### config.mk
export PLATFORM = sky130hd
export DESIGN_NAME = gcrb_sqrt_cell
export DESIGN_NICKNAME = d
export VERILOG_FILES = /design/src/rtl/gcrb_pkg.sv /design/src/rtl/gcrb_sqrt_cell.sv
export SDC_FILE = /design/constraint.sdc
export NUM_CORES = 1
export LEC_CHECK = 0
export BUFFER_PORTS_ARGS = -buffer_cell sky130_fd_sc_hd__buf_2
export CAP_MARGIN = 20
export CORE_ASPECT_RATIO = 0.9
export CORE_MARGIN = 5
export CORE_UTILIZATION = 45
export DETAILED_ROUTE_END_ITERATION = 16
export PLACE_DENSITY = 0.75
export SLEW_MARGIN = 5
export SYNTH_ARGS = -nofsm -noshare
export SYNTH_HDL_FRONTEND = slang
export SYNTH_SLANG_ARGS = --single-unit
export TNS_END_PERCENT = 1
### constraint.sdc
create_clock -name clk -period 5 [get_ports clk]
set_input_delay 0 -clock clk [delete_from_list [all_inputs] [get_ports clk]]
set_output_delay 0 -clock clk [all_outputs]
set_load 0.01 [all_outputs]
### src/rtl/gcrb_pkg.sv
// Shared types, constants and functions for the great-circle range and bearing block.
// Holds the CORDIC data word, the root cell word, the arctangent table and fixed-point helpers.
// No dependencies.
package gcrb_pkg;

    localparam int CORDIC_STEPS = 24;
    localparam int SQRT_STEPS   = 32;
    localparam int STEP_W       = 5;

    localparam int CORDIC_W = 36;   // x and y of a CORDIC cell
    localparam int ZW       = 34;   // angle accumulator, turns Q32
    localparam int SW       = 32;   // sine and cosine, Q30
    localparam int MW       = 34;   // Q30 products
    localparam int ROOT_W   = 63;   // radicand and partial root

    // Fixed-point pipeline depth from input register to output stage
    localparam int PIPE_LAT  = 2 * CORDIC_STEPS + SQRT_STEPS + 13;
    localparam int DEG_DELAY = SQRT_STEPS + 2;

    localparam logic signed [MW-1:0]       ONE_Q30   = MW'(64'sd1073741824);
    localparam logic signed [CORDIC_W-1:0] CORDIC_K  = CORDIC_W'(64'sd652032874);
    localparam logic [26:0]                DIV45_M   = 27'd95443718;
    localparam logic [26:0]                LAT_BIAS  = 27'd23592960;
    localparam logic [24:0]                FULL_DEG  = 25'd23592960;

    // Twice two pi in Q30, split so each partial product stays narrow
    localparam logic [63:0] RC_FULL  = 64'd13493037704;
    localparam int          RC_SPLIT = 17;
    localparam logic [16:0] RC_HI    = 17'(RC_FULL >> RC_SPLIT);
    localparam logic [16:0] RC_LO    = 17'(RC_FULL % (64'd1 << RC_SPLIT));

    typedef struct packed {
        logic signed [CORDIC_W-1:0] x;
        logic signed [CORDIC_W-1:0] y;
        logic signed [ZW-1:0]       z;
    } cordic_t;

    typedef struct packed {
        logic [ROOT_W-1:0] n;
        logic [ROOT_W-1:0] root;
    } sqrt_t;

    // atan(2^-i) in turns, Q32, rounded
    function automatic logic [31:0] atan_entry(input logic [STEP_W-1:0] idx);
        logic [31:0] val;
        unique case (idx)
            5'd0:  val = 32'd536870912;
            5'd1:  val = 32'd316933406;
            5'd2:  val = 32'd167458907;
            5'd3:  val = 32'd85004756;
            5'd4:  val = 32'd42667331;
            5'd5:  val = 32'd21354465;
            5'd6:  val = 32'd10679838;
            5'd7:  val = 32'd5340245;
            5'd8:  val = 32'd2670163;
            5'd9:  val = 32'd1335087;
            5'd10: val = 32'd667544;
            5'd11: val = 32'd333772;
            5'd12: val = 32'd166886;
            5'd13: val = 32'd83443;
            5'd14: val = 32'd41722;
            5'd15: val = 32'd20861;
            5'd16: val = 32'd10430;
            5'd17: val = 32'd5215;
            5'd18: val = 32'd2608;
            5'd19: val = 32'd1304;
            5'd20: val = 32'd652;
            5'd21: val = 32'd326;
            5'd22: val = 32'd163;
            5'd23: val = 32'd81;
            5'd24: val = 32'd41;
            5'd25: val = 32'd20;
            5'd26: val = 32'd10;
            5'd27: val = 32'd5;
            5'd28: val = 32'd3;
            5'd29: val = 32'd1;
            5'd30: val = 32'd1;
            5'd31: val = 32'd0;
        endcase
        return val;
    endfunction

    // Q30 times Q30, floored back to Q30
    function automatic logic signed [MW-1:0] mulq(input logic signed [MW-1:0] a,
                                                 input logic signed [MW-1:0] b);
        logic signed [2*MW-1:0] p;
        p = a * b;
        return p[MW+29:30];
    endfunction

endpackage

### src/rtl/gcrb_sqrt_cell.sv
// One step of the bit-serial integer square root, one result bit per cell.
// Depends on gcrb_pkg for the radicand and root word.
module gcrb_sqrt_cell (
    input  logic                          clk,
    input  logic                          en,
    input  logic [gcrb_pkg::STEP_W-1:0]   step,
    input  gcrb_pkg::sqrt_t               d_in,
    output gcrb_pkg::sqrt_t               d_out
);

    gcrb_pkg::sqrt_t d_next;
    gcrb_pkg::sqrt_t d_reg;
    logic [5:0]                    sh;
    logic [gcrb_pkg::ROOT_W-1:0]   bitv;
    logic [gcrb_pkg::ROOT_W-1:0]   trial;

    always_comb
    begin
        sh    = 6'd62 - {step, 1'b0};
        bitv  = gcrb_pkg::ROOT_W'(1) << sh;
        trial = d_in.root + bitv;
        if (d_in.n >= trial)
        begin
            d_next.n    = d_in.n - trial;
            d_next.root = (d_in.root >> 1) + bitv;
        end
        else
        begin
            d_next.n    = d_in.n;
            d_next.root = d_in.root >> 1;
        end
    end

    always_ff @(posedge clk)
    begin
        if (en)
        begin
            d_reg <= d_next;
        end
    end

    assign d_out = d_reg;

endmodule

==> results by group <==
Run status
  – Status: complete, but fails checks
  – Violations in the final reports: setup timing

Power and ir drop
  – Seq pwr share: 29.3%
  – Combinational Power Share: 40.3%
  – Worst VDD drop: 0.251 mV
  – Power Density: 239 mW/mm^2
  – Sw Ratio: 34.8%
  – Clock share of power: 30.5%
  – Pint: 3.09 mW
  – Switching pwr: 1.65 mW
  – P_leak: 8.46 nW

Route
  – Vias per Instance: 5.80
  – DR pass1 iterations: 6
  – DRT iter0 DRCs: 1820
  – Via Count: 15.8k
  – WL final: 52.9 mm
  – Antenna viol nets, final: 0
  – Drt wl/cell: 19.3 um
  – DRC: 0

STA
  – Slew @ Worst Pin: 0.839 ns
  – Min Tclk post-route: 5.09 ns
  – Count of final setup violators: 67
  – Final Hold Fails: 0
  – Total Neg Setup Slack: -3.05 ns
  – Hold Slack: 0.0208 ns
  – Post-route setup slack: -0.0906 ns
  – RSZ-0062 raised after global routing: true
  – Fmax: 196 MHz
  – Tcrit/Tclk final: 102%
  – Slew Viols, Final: 0
  – Slew HR: 44.0%

Critical path
  – Max incr delay on CP: 0.58 ns
  – CP top delay family: compound AO/OA/AOI/OAI gates
  – CP cell instances: dlygate4sd3_1, buf_2, ha_4, o2111a_1, nand3_1, a21o_1, a2111o_1, a211oi_4, or3_4, a31o_2, nand2_1, xor2_1, ha_2, nand4_1, nor3_1, nand3_1, or4_4, o21ai_4, a221o_4, clkbuf_16, o211ai_1, o22a_1
  – Crit-path max FO: 7
  – Worst path arrival time: 5.27 ns
  – Setup crit start kind: input port
  – CP Capture Type: flip-flop
  – Crit path top cell by count: nand3_1
  – CP bufs+invs: 3
  – Worst path slowest cell: dlygate4sd3_1
  – Setup CP Type: input port to flip-flop
  – Critical Path RT: 5.18 ns

GRT
  – Vias in the first global route: 14.9k
  – First-pass GRT wire length: 80.6 mm
  – Initial antenna violation count: 6
  – Grt total ovfl: 0
  – Largest net degree at the start of global routing: 66
  – Total track usage: 29.1%

Logic synthesis
  – Number of synthesized flops with an enable pin: 126
  – Top FF cell, synth: edfxtp_1
  – Post-synth top area cell: edfxtp_1
  – Yosys reg bits: 126
  – Syn_area_per_cell: 8.13 um^2
  – Post-synth cell types: 83
  – Gate Count Post-Synth: 1692
  – Top cells by area, synth: edfxtp_1, ha_1, a21oi_1
  – Mapped Nets: 1951
  – Synth Cell Area: 0.0137 mm^2
  – Top-area cell type share of the netlist area: 27.5%
  – Yosys warns: 0
  – Async SR Flop Fraction: 0%
  – Sequential area share after synthesis: 27.5%

Place
  – Post-DP HPWL: 40.4 mm
  – Port buffer count: 258
  – Pre-CTS WS: -0.712 ns
  – Dpl cells: 2606
  – RePlAce Congestion: 0.946

Clock tree
  – Depth of the CTS H-tree: 4
  – CTS root buf: clkbuf_16
  – CTS tree: done
  – CTS Buf Count: 17
  – Clk buf depth: 2
  – Worst-path clk slew: 0.07 ns
  – Clock sink count: 126

Cells and area
  – Layout cells sized above 1: 32.1%
  – Max reg flops: 126
  – Number of fill cells: 2487
  – Layout Area Growth over Synthesis: 44.0%
  – Most common cell after layout, fill and taps aside: buf_4
  – Commonest non-fill, non-tap cells in the layout: buf_4, buf_2, nand2_1, nor2_1, a21oi_1
  – Utilization after layout: 66.0%
  – Fin nets: 2571
  – Fin cells: 2732

Floorplanning
  – FP Rows: 60
  – Initial core utilization: 45.8%
  – Die H: 176 um
  – Core Area: 0.0300 mm^2
  – Top-Level Pins: 259
  – Die X: 194 um
  – Die area: 0.0342 mm^2

Hold path
  – Tightest Hold Check Type: input port to flip-flop
  – Hold Crit Depth: 2
  – Worst Hold Path EP: d_out[33]$_DFFE_PP_
  – Hold Path Origin: d_in[34]

Run
  – Max-cap violations: 0
## through the flow
stage | cell area, um^2 | power [mW]
5_1_grt | 19800 | 4.96
2_1_floorplan | 13900 | 2.36
6_report | 19800 | 4.73
3_3_place_gp | 17900 | 3.11
4_1_cts | 19300 | 4.63
3_5_place_dp | 17900 | 3.13
## power by group through the flow
stage	Clock [mW]	Combinational, mW	Sequential [mW]
3_3_place_gp	0	1.70	1.40
5_1_grt	1.50	2.06	1.40
3_5_place_dp	0	1.73	1.40
6_report	1.44	1.91	1.39
2_1_floorplan	0	0.874	1.48
4_1_cts	1.46	1.79	1.38
## how the worst max path moves through the flow
stage | end | depth (start not counted) | from | slack, ns
6_report | d_out[125]$_DFFE_PP_ | 22 | d_in[18] | -0.09
5_1_grt | d_out[70]$_DFFE_PP_ | 28 | step[3] | -0.37
4_1_cts | d_out[123]$_DFFE_PP_ | 24 | step[3] | 0.009
3_5_place_dp | d_out[53]$_DFFE_PP_ | 24 | step[3] | -0.71
3_3_place_gp | d_out[53]$_DFFE_PP_ | 24 | step[3] | -0.68
2_1_floorplan | d_out[97]$_DFFE_PP_ | 25 | step[0] | 0.004
## synthesized netlist by cell type (all sizes together), types with 41 or more instances
cell / number
nand4: 41
clkbuf: 42
nor2: 187
nand2: 198
ha: 125
a21oi: 177
edfxtp: 126
xor2: 91
o21ai: 116
xnor2: 85
a31oi: 63
nand3: 55
## kinds of logic (layout without fill, tap and decap cells)
| family | count (synthesis) | count (layout) | synth area share (%) |
|---|---|---|---|
| AOI/OAI and AO/OA | 539 | 539 | 24.9 |
| xor gates and xnor gates | 176 | 176 | 11.2 |
| muxes | 3 | 3 | 0.255 |
| DFF | 126 | 126 | 27.5 |
| other | 0 | 4 | 0 |
| adders and majority gates | 128 | 128 | 11.7 |
| and+or+nand+nor | 624 | 624 | 21.1 |
| buffers and inverters | 96 | 729 | 3.39 |
## per-layer routing
layer / up-vias / GRT usage [%] / routed length (um)
li1: 7543 / - / -
met1: 7445 / 42.5 / 23900
met2: 754 / 44.8 / 23200
met3: 98 / 4.53 / 4200
met4: 4 / 8.49 / 1470
met5: - / 0 / 17
## timing repair
item,CTS,global route
setup buffers,2,10
gates cloned,0,4
setup endpoints to repair,125,126
gates resized for setup,6,75
hold endpoints to repair,74,0
hold buffers,74,0
pin swaps,3,42
## final cells by class
| class | instances | area [um^2] | share of cell area (%) |
|---|---|---|---|
| Multi-Input combinational cell | 1470 | 9980 | 50.4 |
| Timing Repair Buffer | 672 | 4790 | 24.2 |
| Sequential cell | 126 | 3780 | 19.1 |
| Tap cell | 403 | 504 | 2.55 |
| Clock buffer | 17 | 425 | 2.15 |
| Clock inverter | 15 | 219 | 1.11 |
| Inverter | 25 | 93.8 | 0.474 |
| Antenna cell | 4 | 10.0 | 0.0505 |
(Power assumes the default switching activity.)
